==> src/hw/rtl/rcdc_pkg.sv <==
// Package for the Rabin content-defined chunker: cut reason codes, register
// indexes, defaults and the GF(2) helpers that build the fingerprint tables.
// No dependencies.
package rcdc_pkg;

  localparam int unsigned WINDOW_BYTES_DFLT = 48;

  localparam int unsigned PRINT_W = 63;
  localparam int unsigned COUNT_W = 16;
  localparam int unsigned CFG_IDX_W = 2;
  localparam int unsigned CFG_DATA_W = 32;

  localparam logic [63:0] POLY_BITS = 64'hbfe6b8a5bf378d83;

  localparam logic [15:0] MIN_CHUNK_RST = 16'd2048;
  localparam logic [15:0] MAX_CHUNK_RST = 16'd65535;
  localparam logic [31:0] ANCHOR_MASK_RST = 32'h0000_1FFF;
  localparam logic [31:0] ANCHOR_VALUE_RST = 32'h0000_0078;

  typedef enum logic [1:0] {
    CUT_ANCHOR = 2'd0,
    CUT_MAX    = 2'd1,
    CUT_END    = 2'd2
  } cut_reason_t;

  typedef enum logic [CFG_IDX_W-1:0] {
    CFG_MIN_CHUNK    = 2'd0,
    CFG_MAX_CHUNK    = 2'd1,
    CFG_ANCHOR_MASK  = 2'd2,
    CFG_ANCHOR_VALUE = 2'd3
  } cfg_index_t;

  // One row per bit of a byte; a table entry is the XOR of the rows selected.
  typedef logic [PRINT_W-1:0] basis_t [8];

  // Multiply by x modulo the polynomial; argument below 2^63.
  function automatic logic [63:0] times_x(logic [63:0] r);
    logic [63:0] s;
    s = {r[62:0], 1'b0};
    if (s[63]) begin
      s = s ^ POLY_BITS;
    end
    return s;
  endfunction

  // Rows of the reduction table: x^k * (x^63 mod P).
  function automatic basis_t t_basis();
    basis_t      rows;
    logic [63:0] v;
    v = {1'b0, POLY_BITS[62:0]};
    for (int k = 0; k < 8; k++) begin
      rows[k] = v[PRINT_W-1:0];
      v = times_x(v);
    end
    return rows;
  endfunction

  // Rows of the removal table: x^k * x^(8*(window-1)) mod P.
  function automatic basis_t u_basis(int unsigned window);
    basis_t      rows;
    logic [63:0] v;
    v = 64'd1;
    for (int j = 0; j < 8 * (int'(window) - 1); j++) begin
      v = times_x(v);
    end
    for (int k = 0; k < 8; k++) begin
      rows[k] = v[PRINT_W-1:0];
      v = times_x(v);
    end
    return rows;
  endfunction

  // Table lookup as a linear map: XOR the rows picked by the byte bits.
  function automatic logic [PRINT_W-1:0] fold(basis_t rows, logic [7:0] sel);
    logic [PRINT_W-1:0] acc;
    acc = '0;
    for (int k = 0; k < 8; k++) begin
      if (sel[k]) begin
        acc = acc ^ rows[k];
      end
    end
    return acc;
  endfunction

endpackage

==> src/hw/rtl/rcdc_in_if.sv <==
// Input channel of the chunker: one data byte per word with an end flag.
// Depends on nothing.
interface rcdc_in_if;
  logic       valid;
  logic       ready;
  logic [7:0] data_byte;
  logic       end_of_data;

  modport source (output valid, output data_byte, output end_of_data, input ready);
  modport sink   (input valid, input data_byte, input end_of_data, output ready);
endinterface

==> src/hw/rtl/rcdc_out_if.sv <==
// Result channel of the chunker: chunk length and cut reason per word.
// Depends on nothing.
interface rcdc_out_if;
  logic        valid;
  logic        ready;
  logic [15:0] chunk_length;
  logic [1:0]  cut_reason;

  modport source (output valid, output chunk_length, output cut_reason, input ready);
  modport sink   (input valid, input chunk_length, input cut_reason, output ready);
endinterface

==> src/hw/rtl/rabin_content_defined_chunker.sv <==
// Rabin content-defined chunker, top level.
// Uses rcdc_pkg, rcdc_in_if and rcdc_out_if.
//
// Usage:
//   in_s carries one data byte per word plus an end-of-data flag. out_m
//   carries one word per chunk: its length in bytes and why it was cut
//   (anchor match, maximum length, end of data). The cfg_ port writes the
//   minimum and maximum chunk length, the anchor mask and the anchor value;
//   write it only while no word is in flight.
//   A byte is accepted into an input register; once the output register is
//   free, the rolling fingerprint and the byte count are updated in one pass
//   and any cut is placed in the output register, which drives out_m. One
//   byte is taken per cycle while out_m does not stall; the fingerprint/count
//   update is combinational in a single pass, which sets that rate.
//   When out_m stalls with a result held, one more byte is taken into the
//   input register and then in_s.ready drops until the result leaves.
//   Reset (rst_n low at a clock edge) empties both registers, clears the
//   fingerprint and the count and loads the register defaults. The window
//   line needs no clearing: bytes older than the current chunk are masked
//   by the count.
module rabin_content_defined_chunker
  import rcdc_pkg::*;
#(
  parameter int unsigned WINDOW_BYTES = WINDOW_BYTES_DFLT
) (
  input  logic                  clk,
  input  logic                  rst_n,
  rcdc_in_if.sink               in_s,
  rcdc_out_if.source            out_m,
  input  logic                  cfg_we,
  input  logic [CFG_IDX_W-1:0]  cfg_index,
  input  logic [CFG_DATA_W-1:0] cfg_data
);

  localparam basis_t U_ROWS = u_basis(WINDOW_BYTES);
  localparam basis_t T_ROWS = t_basis();

  // configuration
  logic [15:0] min_chunk_r;
  logic [15:0] max_chunk_r;
  logic [31:0] anchor_mask_r;
  logic [31:0] anchor_value_r;

  // input register
  logic        s1_valid_r;
  logic [7:0]  s1_byte_r;
  logic        s1_end_r;

  // chunk state
  logic [7:0]          win_r [WINDOW_BYTES];
  logic [PRINT_W-1:0]  print_r;
  logic [PRINT_W-1:0]  print_nxt;
  logic [COUNT_W-1:0]  count_r;
  logic [COUNT_W-1:0]  count_nxt;

  // output register
  logic               out_valid_r;
  logic [COUNT_W-1:0] out_len_r;
  cut_reason_t        out_reason_r;

  logic               out_free;
  logic               advance;
  logic [7:0]         old_byte;
  logic [PRINT_W-1:0] fp_rm;
  logic [7:0]         top_byte;
  logic [PRINT_W-1:0] fp_new;
  logic [COUNT_W-1:0] count_inc;
  logic               anchor_hit;
  logic               max_hit;
  logic               cut;
  cut_reason_t        reason;

  assign out_free = !out_valid_r || out_m.ready;
  assign advance  = s1_valid_r && out_free;
  assign in_s.ready = !s1_valid_r || out_free;

  // Outgoing byte counts only if it was written within the current chunk.
  assign old_byte = (count_r >= COUNT_W'(WINDOW_BYTES)) ? win_r[WINDOW_BYTES-1] : 8'd0;

  always_comb begin
    fp_rm      = print_r ^ fold(U_ROWS, old_byte);
    top_byte   = fp_rm[PRINT_W-1 -: 8];
    fp_new     = {fp_rm[PRINT_W-9:0], s1_byte_r} ^ fold(T_ROWS, top_byte);
    count_inc  = count_r + COUNT_W'(1);
    anchor_hit = ((fp_new[31:0] & anchor_mask_r) == anchor_value_r) &&
                 (count_inc >= min_chunk_r);
    max_hit    = count_inc >= max_chunk_r;
    cut        = anchor_hit || max_hit || s1_end_r;
    if (anchor_hit) begin
      reason = CUT_ANCHOR;
    end else if (max_hit) begin
      reason = CUT_MAX;
    end else begin
      reason = CUT_END;
    end
  end

  always_comb begin
    print_nxt = print_r;
    count_nxt = count_r;
    if (advance) begin
      print_nxt = cut ? '0 : fp_new;
      count_nxt = cut ? '0 : count_inc;
    end
  end

  // control state
  always_ff @(posedge clk) begin
    if (!rst_n) begin
      min_chunk_r    <= MIN_CHUNK_RST;
      max_chunk_r    <= MAX_CHUNK_RST;
      anchor_mask_r  <= ANCHOR_MASK_RST;
      anchor_value_r <= ANCHOR_VALUE_RST;
      s1_valid_r     <= 1'b0;
      out_valid_r    <= 1'b0;
      print_r        <= '0;
      count_r        <= '0;
    end else begin
      if (cfg_we) begin
        unique case (cfg_index)
          CFG_MIN_CHUNK:    min_chunk_r    <= cfg_data[15:0];
          CFG_MAX_CHUNK:    max_chunk_r    <= cfg_data[15:0];
          CFG_ANCHOR_MASK:  anchor_mask_r  <= cfg_data;
          CFG_ANCHOR_VALUE: anchor_value_r <= cfg_data;
          default: ;
        endcase
      end
      if (in_s.ready) begin
        s1_valid_r <= in_s.valid;
      end
      if (out_free) begin
        out_valid_r <= advance && cut;
      end
      print_r <= print_nxt;
      count_r <= count_nxt;
    end
  end

  // payload
  always_ff @(posedge clk) begin
    if (in_s.valid && in_s.ready) begin
      s1_byte_r <= in_s.data_byte;
      s1_end_r  <= in_s.end_of_data;
    end
    if (advance) begin
      win_r[0] <= s1_byte_r;
      for (int i = 1; i < int'(WINDOW_BYTES); i++) begin
        win_r[i] <= win_r[i-1];
      end
    end
    if (advance && cut) begin
      out_len_r    <= count_inc;
      out_reason_r <= reason;
    end
  end

  assign out_m.valid        = out_valid_r;
  assign out_m.chunk_length = out_len_r;
  assign out_m.cut_reason   = out_reason_r;

endmodule

==> src/flat_wrapper.sv <==
// flat-port wrapper written by rule: the top's interface ports become plain ports
module rabin_content_defined_chunker_flat import rcdc_pkg::*;
#(
  parameter int unsigned WINDOW_BYTES = WINDOW_BYTES_DFLT
)
  (clk, rst_n, cfg_we, cfg_index, cfg_data, in_s_valid, in_s_data_byte, in_s_end_of_data, in_s_ready, out_m_valid, out_m_chunk_length, out_m_cut_reason, out_m_ready);
  rcdc_in_if in_s_i ();
  rcdc_out_if out_m_i ();
  input  logic clk;
  input  logic rst_n;
  input  logic cfg_we;
  input  logic [CFG_IDX_W-1:0] cfg_index;
  input  logic [CFG_DATA_W-1:0] cfg_data;
  input wire logic [$bits(in_s_i.valid)-1:0] in_s_valid;
  input wire logic [$bits(in_s_i.data_byte)-1:0] in_s_data_byte;
  input wire logic [$bits(in_s_i.end_of_data)-1:0] in_s_end_of_data;
  output wire logic [$bits(in_s_i.ready)-1:0] in_s_ready;
  output wire logic [$bits(out_m_i.valid)-1:0] out_m_valid;
  output wire logic [$bits(out_m_i.chunk_length)-1:0] out_m_chunk_length;
  output wire logic [$bits(out_m_i.cut_reason)-1:0] out_m_cut_reason;
  input wire logic [$bits(out_m_i.ready)-1:0] out_m_ready;
  assign in_s_i.valid = in_s_valid;
  assign in_s_i.data_byte = in_s_data_byte;
  assign in_s_i.end_of_data = in_s_end_of_data;
  assign in_s_ready = in_s_i.ready;
  assign out_m_valid = out_m_i.valid;
  assign out_m_chunk_length = out_m_i.chunk_length;
  assign out_m_cut_reason = out_m_i.cut_reason;
  assign out_m_i.ready = out_m_ready;
  rabin_content_defined_chunker #(.WINDOW_BYTES(WINDOW_BYTES)) u_core (.clk(clk), .rst_n(rst_n), .in_s(in_s_i), .out_m(out_m_i), .cfg_we(cfg_we), .cfg_index(cfg_index), .cfg_data(cfg_data));
endmodule
==> config.mk <==
export PLATFORM = sky130hd
export DESIGN_NAME = rabin_content_defined_chunker_flat
export DESIGN_NICKNAME = d
export VERILOG_FILES = /design/src/hw/rtl/rcdc_pkg.sv /design/src/hw/rtl/rcdc_in_if.sv /design/src/hw/rtl/rcdc_out_if.sv /design/src/hw/rtl/rabin_content_defined_chunker.sv /design/src/flat_wrapper.sv
export SDC_FILE = /design/constraint.sdc
export NUM_CORES = 1
export LEC_CHECK = 0
export ABC_AREA = 1
export BUFFER_PORTS_ARGS = -buffer_cell sky130_fd_sc_hd__buf_2
export CAP_MARGIN = 20
export CELL_PAD_IN_SITES_DETAIL_PLACEMENT = 1
export CELL_PAD_IN_SITES_GLOBAL_PLACEMENT = 2
export CORE_ASPECT_RATIO = 0.75
export CORE_UTILIZATION = 38
export CTS_CLUSTER_SIZE = 40
export DETAILED_ROUTE_END_ITERATION = 12
export HOLD_SLACK_MARGIN = 0.02
export PLACE_DENSITY = 0.75
export SLEW_MARGIN = 15
export SYNTH_ARGS = -nofsm -noshare
export SYNTH_HDL_FRONTEND = slang
export SYNTH_SLANG_ARGS = --single-unit
==> constraint.sdc <==
create_clock -name clk -period 16.94 [get_ports clk]
set_clock_uncertainty 0.1 [all_clocks]
set_input_delay 4.235 -clock clk [delete_from_list [all_inputs] [get_ports clk]]
set_output_delay 4.235 -clock clk [all_outputs]
set_load 0.02 [all_outputs]
==> impl_results.md, run 1 <==
- CP Cell Sequence: buf_2 -> inv_1 -> nand3_1 -> buf_2
- Worst-skew pair later-pin latency: 0.66 ns
- WHS: 0.300 ns
- Seq/Total Area, Yosys: 64.8%
- RSZ-0062 raised after global routing: false
- Total congestion overflow: 0
- Share of layout cells above drive strength 1: 11.3%
- Most used cell, CP: buf_2
- RD Place Congestion: 0.902
- Global-route wire length before repair: 98,200 um
- Tightest Hold Check Type: flop to flop
- Number of port buffers: 67
- CTS resizes: 0
- Reg area: 15,900 sq um
- Initial Utilization: 38.5%
- Dpl cells: 3,130
- Max Slew Vio Count: 0
- Die Wd: 295 um
- Worst Path Arrival: 4.68 ns
- Post-synth EDFFs: 411
- CTS Buf Count: 58
- Slew Limit Headroom: 26.8%
- Multi-input gate area: 7490 sq um
- Non-Filler Instances: 3,240
- Routed wire length: 64,500 um
- Finish-stage setup viols: 0
- Clk Tree Root Cell: clkbuf_16
- CTS tree: done
- Die Ht: 222 um
- First drt pass iteration count: 5
- Avg WL per Cell: 19.9 um
- Clock Pin Slew Worst Setup and Hold Paths: 0.06 ns
- Post-route ant nets: 0
- Syn Area/Cell: 10.9 sq um
- LEAKAGE: 11.1 nW
- DR vias/cell: 5.02
- Final period utilization: 53.2%
- Number of global-route vias before repair: 16,400
- Initial antenna violation count: 3
- Post CTS Setup Buffer Count: 0
- Yosys reg bits: 588
- Async set or reset register ratio after synthesis: 0%
- Antenna fix cells: 0
- Critical-path top delay cell: buf_2
- Synth unique cells: 52
- H-tree depth: 2
- Synthesized area: 24,500 sq um
- Final setup TNS: 0 ns
- Fin crit period: 9.01 ns
- Synth warn: 0
- Largest net degree at the start of global routing: 155
- DPL Wire Length: 45,000 um
- # IOs: 68
- Max stage delay on crit path: 0.18 ns
- CORE AREA: 63,700 sq um
- Row cnt: 80
- Status: completed
- Post-Syn Instances: 2,255
- Crit end category: primary output
- Crit path launch type: primary input
- Die area: 65,500 sq um
- Max FO, Critical Path: 3
- Critical path type: primary input to primary output
- Syn_nets: 2,337
- Total Nets Final: 2,413
- Req. time, crit path: 12.61 ns
- Cell area power density: 142 nW/um^2
- Maximum clock frequency: 0.111 GHz
- Iter 0 DRT Violations: 1,203
- Synth-to-Final Area Change: 12.9%
- Peak VDD IR: 0.0877 mV
- Clk sinks: 588
- Max-Cap Viols: 0
- Residual DRC count: 0
- FILL cells: 6,958
- Post-synth top flop: edfxtp_1
- Least-Margin Pin Slew: 1.09 ns
- Max Root-Sink Buffers: 3
- Hold-fix buffers, CTS: 0
- Via count: 16,300
- Fin. Hold Viols: 0
- Total track usage: 19.9%
## final cells by class
type / count / share of cell area [%]
Inverter: 213 / 2.94
Multi-Input combinational cell: 1388 / 27.1
Clock inverter: 22 / 0.963
Tap cell: 861 / 3.89
Sequential cell: 588 / 57.4
Clock buffer: 86 / 5.92
Timing Repair Buffer: 82 / 1.78
## power by group
group | switching [mW] | internal [mW] | total [mW] | leakage, nW
sequential | 0.0399 | 1.62 | 1.66 | 5.31
clock | 0.555 | 0.719 | 1.27 | 0.913
combinational | 0.709 | 0.280 | 0.989 | 4.87
total | 1.30 | 2.62 | 3.92 | 11.1
## kinds of logic (layout without fill, tap and decap cells)
logic type | Yosys count | count (layout) | share of synthesized area, %
buf+inv | 279 | 403 | 4.61
compound gates | 268 | 268 | 6.10
fa+ha+maj | 34 | 34 | 1.74
xor+xnor | 152 | 152 | 5.66
simple gates | 931 | 931 | 16.9
flops | 588 | 588 | 64.8
mux | 3 | 3 | 0.123
## cells in the mapped netlist, types with 2 or more instances
| cell type | n | area share [%] |
|---|---|---|
| nand2_1 | 488 | 7.5 |
| edfxtp_1 | 411 | 50 |
| inv_1 | 196 | 3.0 |
| dfxtp_1 | 177 | 14 |
| nor2_1 | 166 | 2.5 |
| nand3_1 | 159 | 3.2 |
| o21ai_0 | 118 | 2.4 |
| xor2_1 | 107 | 3.8 |
| a21oi_1 | 87 | 1.8 |
| clkbuf_1 | 43 | 0.66 |
| xnor2_1 | 40 | 1.4 |
| nand2_2 | 35 | 0.89 |
| ha_1 | 34 | 1.7 |
| o211ai_1 | 26 | 0.80 |
| nand4_1 | 21 | 0.54 |
| o22ai_1 | 15 | 0.38 |
| nor2_2 | 13 | 0.33 |
| inv_2 | 12 | 0.18 |
| nand2_4 | 12 | 0.55 |
| nand3_2 | 9 | 0.37 |
| buf_2 | 8 | 0.16 |
| buf_1 | 7 | 0.11 |
| nor3_1 | 7 | 0.14 |
| nand3b_1 | 6 | 0.18 |
| and2_1 | 5 | 0.13 |
| buf_6 | 5 | 0.23 |
| o21a_1 | 4 | 0.12 |
| o21bai_1 | 4 | 0.12 |
| a21boi_0 | 3 | 0.092 |
| inv_4 | 3 | 0.077 |
| mux2i_1 | 3 | 0.12 |
| nand2_8 | 3 | 0.25 |
| o21ai_2 | 3 | 0.11 |
| o221ai_1 | 3 | 0.11 |
| buf_8 | 2 | 0.12 |
| clkinv_1 | 2 | 0.031 |
| or2_2 | 2 | 0.051 |
| xor2_2 | 2 | 0.13 |
## stage by stage
| step | cell area, sq um | total power, mW | worst slack, ns | utilization, % |
|---|---|---|---|---|
| CTS | 27600 | 3.95 | 7.92 | 43.4 |
| finish | 27700 | 3.92 | 7.93 | 43.5 |
| global placement | 25700 | 2.63 | 7.90 | 40.4 |
| detailed placement | 25700 | 2.66 | 7.93 | 40.4 |
| global route | 27700 | 4.11 | 7.88 | 43.5 |
| floorplan | 24500 | 2.35 | 0.0849 | - |
## routing by layer
metal  GRT usage (%)  routed length (um)
met4            4.11                1040
met5               0                  13
met3            3.39                3820
met1            30.3               31900
met2            29.5               27700
## state kept, by name (all words and copies together) (netlist names)
signal / flops
u_core.min_chunk_r: 16
u_core.win_r: 384
u_core.out_m.valid: 1
u_core.out_m.cut_reason: 2
u_core.print_r: 63
u_core.count_r: 16
u_core.s1_valid_r: 1
u_core.s1_end_r: 1
u_core.anchor_value_r: 32
u_core.max_chunk_r: 16
u_core.out_m.chunk_length: 16
u_core.s1_byte_r: 8
u_core.anchor_mask_r: 32
## critical path, delay by kind of cell
| family | cells | cell delay (ns) |
|---|---|---|
| buf+inv | 3 | 0.34 |
| simple gates | 1 | 0.10 |
## worst paths after layout
check	start	end	slack, ns	depth (start not counted)
setup / recovery	out_m_ready	in_s_ready	7.93	4
hold / removal	u_core.win_r[0][116]$_DFFE_PP_	u_core.win_r[0][124]$_DFFE_PP_	0.30	0
setup reg to reg	u_core.count_r[6]$_SDFFE_PN0P_	u_core.print_r[29]$_SDFFE_PN0P_	10.35	27
hold reg to reg	u_core.win_r[0][116]$_DFFE_PP_	u_core.win_r[0][124]$_DFFE_PP_	0.30	0
## cells in the final DEF, fill, tap and decap left out, types with 5 or more instances in the layout
master,Yosys,routed
xnor2_1,40,40
nand3_2,9,9
o22ai_1,15,15
clkinv_1,2,5
clkbuf_16,0,59
nor2_2,13,14
ha_1,34,34
edfxtp_1,411,411
nand2_4,12,12
buf_2,8,66
o211ai_1,26,26
dfxtp_1,177,177
nand2_1,488,487
a21oi_1,87,87
clkinv_2,0,9
nand3_1,159,159
nor3_1,7,6
nor2_1,166,165
inv_1,196,195
nand4_1,21,21
nand3b_1,6,6
and2_1,5,5
inv_2,12,12
nand2_2,35,36
clkbuf_1,43,20
clkbuf_8,0,8
o21ai_0,118,118
xor2_1,107,107
buf_4,1,13
No activity file was read; power rests on OpenSTA's default activity.
==> run 2, diff against run 1 <==
Settings changed: CORE_UTILIZATION 38 to 40.
Clock period 16.94 ns to 8.35 ns, I/O delays scaled along.
==> run 2 against run 1 <==
Compared with the run above:
- sequential power is 100% higher
- the run now ends with DRC left
- sequential share of layout area is 0.062 points higher
- first-iteration DRC count is 5.8% higher
- register-to-register slack worse by 8.6 ns
- critical path type is now flop to flop
- clock power grew 110%
- largest power group unchanged
- combinational power grew 110%
- critical path depth up 26
- die area decreased by 5.0%
- setup slack worse by 6.2 ns
- global-route usage rose by 1.8 points
- wire length grew 4.1%
==> impl_results.md, run 2 (synthesis results as in run 1) <==
- Status: finished, violations left (was completed)
- Failing checks: DRC
- Crit end category: flop (was primary output)
- Worst slack at placement: 1.85 ns (was 7.93 ns)
- Final worst slack: 1.74 ns (was 7.93 ns)
- Row cnt: 78 (was 80)
- DR vias/cell: 5.12 (was 5.02)
- Share of layout cells above drive strength 1: 11.7% (was 11.3%)
- Initial Utilization: 40.5% (was 38.5%)
- Crit path launch type: flop (was primary input)
- Worst Path Arrival: 6.99 ns (was 4.68 ns)
- Clock Pin Slew Worst Setup and Hold Paths: 0.07 ns (was 0.06 ns)
- FILL cells: 6,584 (was 6,958)
- Global-route wire length before repair: 101,000 um (was 98,200 um)
- Post-route ant nets: 0 (unchanged)
- RSZ-0062 raised after global routing: false (unchanged)
- Critical path type: flop to flop (was primary input to primary output)
- R2R Path Start: u_core.count_r[6]$_SDFFE_PN0P_ (unchanged)
- Residual DRC count: 2 (was 0)
- Max-Cap Viols: 0 (unchanged)
- Clk sinks: 588 (unchanged)
- Reg2reg end: u_core.print_r[45]$_SDFFE_PN0P_ (was u_core.print_r[29]$_SDFFE_PN0P_)
- Critical-path top delay cell: nand2_2 (was buf_2)
- Max Root-Sink Buffers: 3 (unchanged)
- Iter 0 DRT Violations: 1,273 (was 1,203)
- Total track usage: 21.7% (was 19.9%)
- Hold path start: u_core.win_r[0][6]$_DFFE_PP_ (was u_core.win_r[0][116]$_DFFE_PP_)
- Fin. Hold Viols: 0 (unchanged)
- Cell area power density: 294 nW/um^2 (was 142 nW/um^2)
- Finish-stage setup viols: 0 (unchanged)
- Worst-skew pair later-pin latency: 0.66 ns (about the same)
- CTS tree: done (unchanged)
- Number of port buffers: 67 (unchanged)
- CORE AREA: 60,500 sq um (was 63,700 sq um)
- Max FO, Critical Path: 27 (was 3)
- Max reg flops: 384 (unchanged)
- Die Ht: 216 um (was 222 um)
- Overall power: 8.12 mW (was 3.92 mW)
- Req. time, crit path: 8.73 ns (was 12.61 ns)
- # IOs: 68 (unchanged)
- Final cell utilization of the core: 45.7% (was 43.5%)
- Commonest non-fill, non-tap cell in the layout: nand2_1 (unchanged)
- Worst reg2reg path depth: 30 (was 27)
- Final period utilization: 79.2%
- Logic pwr share: 25.3% (was 25.2%)
- Internal power: 5.37 mW (was 2.62 mW)
- Total congestion overflow: 0 (unchanged)
- Sequential power share: 41.5% (was 42.3%)
- Most used cell, CP: nand2_1 (was buf_2)
- RD Place Congestion: 0.961 (was 0.902)
- Clock Power Share: 33.2% (was 32.5%)
- Antenna fix cells: 0 (unchanged)
- Max Slew Vio Count: 0 (unchanged)
- Synth-to-Final Area Change: 12.8% (was 12.9%)
- Least-Margin Pin Slew: 1.15 ns (was 1.09 ns)
- Initial antenna violation count: 4 (was 3)
- WHS Path Cells: 0 (unchanged)
- Most frequent cells in the layout: 487 x nand2_1, 411 x edfxtp_1, 195 x inv_1 (unchanged)
- Placed Instance Area: 25,600 sq um (was 25,700 sq um)
- Maximum clock frequency: 0.151 GHz
- Hold-fix buffers, CTS: 0 (unchanged)
- Largest regs: u_core.win_r: 384 flops, u_core.print_r: 63 flops (unchanged)
- H-tree depth: 2 (unchanged)
- Total Nets Final: 2,413 (unchanged)
- DPL Wire Length: 47,600 um (was 45,000 um)
- Avg WL per Cell: 21.1 um (was 19.9 um)
- Sw Pwr: 2.75 mW (was 1.30 mW)
- Non-Filler Instances: 3,180 (was 3,240)
- Fin crit period: 6.61 ns
- Post CTS Setup Buffer Count: 0 (unchanged)
- First drt pass iteration count: 11 (was 5)
- Number of global-route vias before repair: 16,300 (was 16,400)
- Final setup TNS: 0 ns (unchanged)
- Hold Path End: u_core.win_r[0][14]$_DFFE_PP_ (was u_core.win_r[0][124]$_DFFE_PP_)
- LEAKAGE: 11.1 nW (about the same)
- Reg with most FFs: u_core.win_r (unchanged)
- Max stage delay on crit path: 0.57 ns (was 0.18 ns)
- Routed wire length: 67,100 um (was 64,500 um)
- CTS Buf Count: 58 (unchanged)
- Switching portion of total power: 33.9% (was 33.3%)
- Dpl cells: 3,070 (was 3,130)
- WHS: 0.293 ns (was 0.300 ns)
- Die Wd: 288 um (was 295 um)
- Die area: 62,200 sq um (was 65,500 sq um)
- Tightest Hold Check Type: flop to flop (unchanged)
- Clk Tree Root Cell: clkbuf_16 (unchanged)
- Final instance area: 27,600 sq um (was 27,700 sq um)
- R2R setup slack: 1.74 ns (was 10.35 ns)
- Peak VDD IR: 0.170 mV (was 0.0877 mV)
- Largest net degree at the start of global routing: 208 (was 155)
- CTS resizes: 0 (unchanged)
- Slew Limit Headroom: 23.4% (was 26.8%)
- Via count: 16,300 (about the same)
run 2: critical path, delay by kind of cell, from the launching register on:
kind          cells  cell delay [ns]
buf+inv           4             0.94
flops             1             0.46
simple gates     26             4.84
run 2: power groups by stage:
stage | Clock, mW | Sequential [mW] | Combinational, mW
after global placement | 0 | 3.42 | 1.99
after CTS | 2.77 | 3.37 | 2.03
after floorplan | 0 | 3.40 | 1.34
final | 2.70 | 3.37 | 2.05
after global routing | 2.88 | 3.38 | 2.23
after detailed placement | 0 | 3.43 | 2.02
run 2: area by class of cell:
| type | instances | area (sq um) | area share, % |
|---|---|---|---|
| Clock buffer | 65 | 1500 | 5.42 |
| Clock inverter | 44 | 477 | 1.72 |
| Inverter | 213 | 815 | 2.95 |
| Multi-Input combinational cell | 1388 | 7490 | 27.1 |
| Sequential cell | 588 | 15900 | 57.5 |
| Tap cell | 800 | 1000 | 3.62 |
| Timing Repair Buffer | 82 | 468 | 1.69 |
run 2: how the worst max path moves through the flow:
stage                              startpoint                              end
6_report       u_core.count_r[6]$_SDFFE_PN0P_  u_core.print_r[45]$_SDFFE_PN0P_
5_1_grt        u_core.count_r[4]$_SDFFE_PN0P_  u_core.print_r[45]$_SDFFE_PN0P_
2_1_floorplan                     out_m_ready  u_core.print_r[10]$_SDFFE_PN0P_
3_3_place_gp   u_core.count_r[6]$_SDFFE_PN0P_  u_core.print_r[50]$_SDFFE_PN0P_
3_5_place_dp   u_core.count_r[6]$_SDFFE_PN0P_  u_core.print_r[45]$_SDFFE_PN0P_
4_1_cts        u_core.count_r[6]$_SDFFE_PN0P_  u_core.print_r[45]$_SDFFE_PN0P_
run 2: metal layers:
layer	global-route usage, %	part of all wire, %	up-vias
met5	0	0.019	-
met4	6.08	2.4	2
met3	4.76	6.6	106
met2	30.7	41	396
met1	33.1	50	8054
li1	-	-	7726
==> run 3, diff against run 2 <==
Settings changed: ABC_AREA 1 to 0, PLACE_DENSITY 0.75 to 0.71.
Clock period 8.35 ns to 6.8 ns, I/O delays scaled along.
==> run 3 against run 2 <==
Compared with the run above:
- die area is 0.68% lower
- the run now ends clean
- wire length is 13% lower
- first-iteration DRC count decreased by 26%
- cell area shrank 0.66%
- global-route usage decreased by 2.7 points
- largest power group unchanged
- critical endpoint is now u_core.out_m.chunk_length[9]$_DFFE_PP_
- largest cell class unchanged
- cell count decreased by 15%
==> impl_results.md, run 3 <==
- # IOs: 68 (unchanged)
- Max Slew Vio Count: 0 (unchanged)
- Worst Path Arrival: 6.10 ns (was 6.99 ns)
- Die area: 61,800 sq um (was 62,200 sq um)
- Final period utilization: 87.1% (was 79.2%)
- RSZ-0062 raised after global routing: false (unchanged)
- Largest net degree at the start of global routing: 129 (was 208)
- Slew Limit Headroom: 35.7% (was 23.4%)
- Antenna fix cells: 0 (unchanged)
- Hold-fix buffers, CTS: 0 (unchanged)
- Top cells by area, synth: edfxtp_1 51%, dfxtp_1 15%, xnor2_1 7.2%, xnor3_1 4.1%, nand2_1 3.5% (was edfxtp_1 50%, dfxtp_1 14%, nand2_1 7.5%, xor2_1 3.8%, nand3_1 3.2%)
- Cell with the most instances after synthesis: edfxtp_1 (was nand2_1)
- Final instance area: 27,500 sq um (was 27,600 sq um)
- Placed Instance Area: 25,500 sq um (was 25,600 sq um)
- Multi-input gate area: 7880 sq um (was 7490 sq um)
- Top cell type's share of synthesized area: 50.7% (was 50.4%)
- CTS Buf Count: 57 (was 58)
- Logic pwr share: 14.6% (was 25.3%)
- CTS tree: done (unchanged)
- Max-Cap Viols: 0 (unchanged)
- Initial Utilization: 40.9% (was 40.5%)
- Die Ht: 216 um (about the same)
- Sequential power share: 47.9% (was 41.5%)
- Req. time, crit path: 6.98 ns (was 8.73 ns)
- Crit path launch type: flop (unchanged)
- Final setup TNS: 0 ns (unchanged)
- Post-Synth Adder-Cell Area: 1.75% (was 1.74%)
- Simple-gate share of the synthesized area: 9.02% (was 16.9%)
- Number of global-route vias before repair: 14,200 (was 16,300)
- Worst slack at placement: 1.01 ns (was 1.85 ns)
- Yosys reg bits: 588 (unchanged)
- Compound-Gate Fraction of Synth Area: 6.21% (was 6.10%)
- Row cnt: 77 (was 78)
- Clock Power Share: 37.5% (was 33.2%)
- Highest Signal Layer: met4 (was met5)
- Clock Pin Slew Worst Setup and Hold Paths: 0.06 ns (was 0.07 ns)
- Max Root-Sink Buffers: 3 (unchanged)
- Met2 wire length: 24,800 um (was 27,600 um)
- Yosys top cell by area: edfxtp_1 (unchanged)
- Clk sinks: 588 (unchanged)
- Most frequent cells in the layout: 411 x edfxtp_1, 224 x nand2_1, 201 x xnor2_1 (was 487 x nand2_1, 411 x edfxtp_1, 195 x inv_1)
- Peak VDD IR: 0.187 mV (was 0.170 mV)
- Residual DRC count: 0 (was 2)
- Routed wire length: 58,500 um (was 67,100 um)
- Synth unique cells: 69 (was 52)
- Sw Pwr: 2.19 mW (was 2.75 mW)
- Post-synth EDFFs: 411 (unchanged)
- Reg area: 15,900 sq um (unchanged)
- Finish-stage setup viols: 0 (unchanged)
- Dpl cells: 2,584 (was 3,070)
- Overall power: 8.56 mW (was 8.12 mW)
- Synth-to-Final Area Change: 12.9% (was 12.8%)
- Async set or reset register ratio after synthesis: 0% (unchanged)
- Non-Filler Instances: 2,693 (was 3,180)
- Critical path type: flop to flop (unchanged)
- DPL Wire Length: 39,500 um (was 47,600 um)
- Cell area power density: 312 nW/um^2 (was 294 nW/um^2)
- Iter 0 DRT Violations: 943 (was 1,273)
- Final worst slack: 0.876 ns (was 1.74 ns)
- Commonest non-fill, non-tap cell in the layout: edfxtp_1 (was nand2_1)
- Switching portion of total power: 25.6% (was 33.9%)
- Via count: 13,700 (was 16,300)
- Post-route ant nets: 0 (unchanged)
- Number of port buffers: 67 (unchanged)
- FILL cells: 6,033 (was 6,584)
- Final cell utilization of the core: 46.1% (was 45.7%)
- Least-Margin Pin Slew: 0.964 ns (was 1.15 ns)
- Total track usage: 19.0% (was 21.7%)
- Avg WL per Cell: 21.7 um (was 21.1 um)
- H-tree depth: 2 (unchanged)
- Total congestion overflow: 0 (unchanged)
- Status: completed (was finished, violations left)
- CORE AREA: 59,500 sq um (was 60,500 sq um)
- Maximum clock frequency: 0.169 GHz (was 0.151 GHz)
- Synth warn: 0 (unchanged)
- Tightest Hold Check Type: flop to flop (unchanged)
- Fin crit period: 5.92 ns (was 6.61 ns)
- Syn_nets: 1,876 (was 2,337)
- Max reg flops: 384 (unchanged)
- Clk Tree Root Cell: clkbuf_16 (unchanged)
- Post-Synth XOR/XNOR Area: 14.7% (was 5.66%)
- Total Nets Final: 1,936 (was 2,413)
- Worst-skew pair later-pin latency: 0.62 ns (was 0.66 ns)
- Internal power: 6.37 mW (was 5.37 mW)
- Largest regs: u_core.win_r: 384 flops, u_core.print_r: 63 flops (unchanged)
- Commonest cells post-synth: 411 x edfxtp_1, 224 x nand2_1, 201 x xnor2_1 (was 488 x nand2_1, 411 x edfxtp_1, 196 x inv_1)
- Share of layout cells above drive strength 1: 12.3% (was 11.7%)
- Mux cell area share after synthesis: 0.617% (was 0.123%)
- Largest family of logic cells by synthesized area: XOR/XNOR gates (was simple AND/OR/NAND/NOR gates)
- Crit end category: flop (unchanged)
- Fin. Hold Viols: 0 (unchanged)
- Synthesized area: 24,300 sq um (was 24,500 sq um)
- CTS resizes: 0 (unchanged)
- Syn Area/Cell: 13.6 sq um (was 10.9 sq um)
- Max FO, Critical Path: 29 (was 27)
- DR vias/cell: 5.08 (was 5.12)
- WHS: 0.300 ns (was 0.293 ns)
- Post-Syn Instances: 1,794 (was 2,255)
- R2R setup slack: 0.88 ns (was 1.74 ns)
- Post CTS Setup Buffer Count: 0 (unchanged)
- First drt pass iteration count: 6 (was 11)
- RD Place Congestion: 0.888 (was 0.961)
- Met3 WL post-DR: 3140 um (was 4460 um)
- Initial antenna violation count: 0 (was 4)
- Post-synth top flop: edfxtp_1 (unchanged)
- Reg with most FFs: u_core.win_r (unchanged)
- Die Wd: 287 um (was 288 um)
- LEAKAGE: 9.97 nW (was 11.1 nW)
- Met1 Routed Length: 29,400 um (was 33,400 um)
- Global-route wire length before repair: 88,500 um (was 101,000 um)
- Seq/Total Area, Yosys: 65.3% (was 64.8%)
[run 3: per-layer routing]
metal,vias to the layer above,track usage (%)
li1,6448,-
met4,0,4.75
met3,76,4.06
met1,6905,28.9
met2,243,27.5
met5,-,0
[run 3: kinds of logic after synthesis]
group / after synthesis
mux: 15
simple gates: 483
xor+xnor: 320
buf+inv: 142
fa+ha+maj: 34
flops: 588
compound gates: 212
[run 3: worst paths after layout]
path,endpoint,startpoint,depth (start not counted)
worst min-delay path,u_core.win_r[2][119]$_DFFE_PP_,u_core.win_r[2][111]$_DFFE_PP_,0
worst max-delay path,u_core.out_m.chunk_length[9]$_DFFE_PP_,u_core.count_r[4]$_SDFFE_PN0P_,13
worst max register to register,u_core.out_m.chunk_length[9]$_DFFE_PP_,u_core.count_r[4]$_SDFFE_PN0P_,13
worst min register to register,u_core.win_r[2][119]$_DFFE_PP_,u_core.win_r[2][111]$_DFFE_PP_,0
[run 3: critical path, stage by stage (launching register included)]
cell and delay, ns:
dfxtp_1 0.41, a211oi_2 0.75, and3_1 0.89, nor3_1 0.23, nor2_1 0.44, xnor3_1 0.63, xnor3_1 0.43, o21ai_0 0.30
nand4_1 0.18, nor4_1 0.26, nand4_2 0.14, buf_4 0.23, a21oi_4 0.18, buf_4 0.37
[run 3: power by group through the flow]
| stage | clock, mW | sequential [mW] | combinational [mW] |
|---|---|---|---|
| after CTS | 3.32 | 4.11 | 1.25 |
| after detailed placement | 0 | 4.18 | 1.24 |
| after floorplan | 0 | 4.13 | 0.898 |
| after global placement | 0 | 4.17 | 1.24 |
| final | 3.21 | 4.11 | 1.25 |
| after global routing | 3.44 | 4.12 | 1.34 |
[run 3: layout make-up]
cell class / instances / share of cell area (%)
inverters: 51 / 0.734
multi-input cells: 1064 / 28.7
repair buffers: 92 / 2.15
flip-flops and latches: 588 / 57.9
clock buffers: 83 / 5.73
well taps: 790 / 3.60
clock inverters: 25 / 1.23
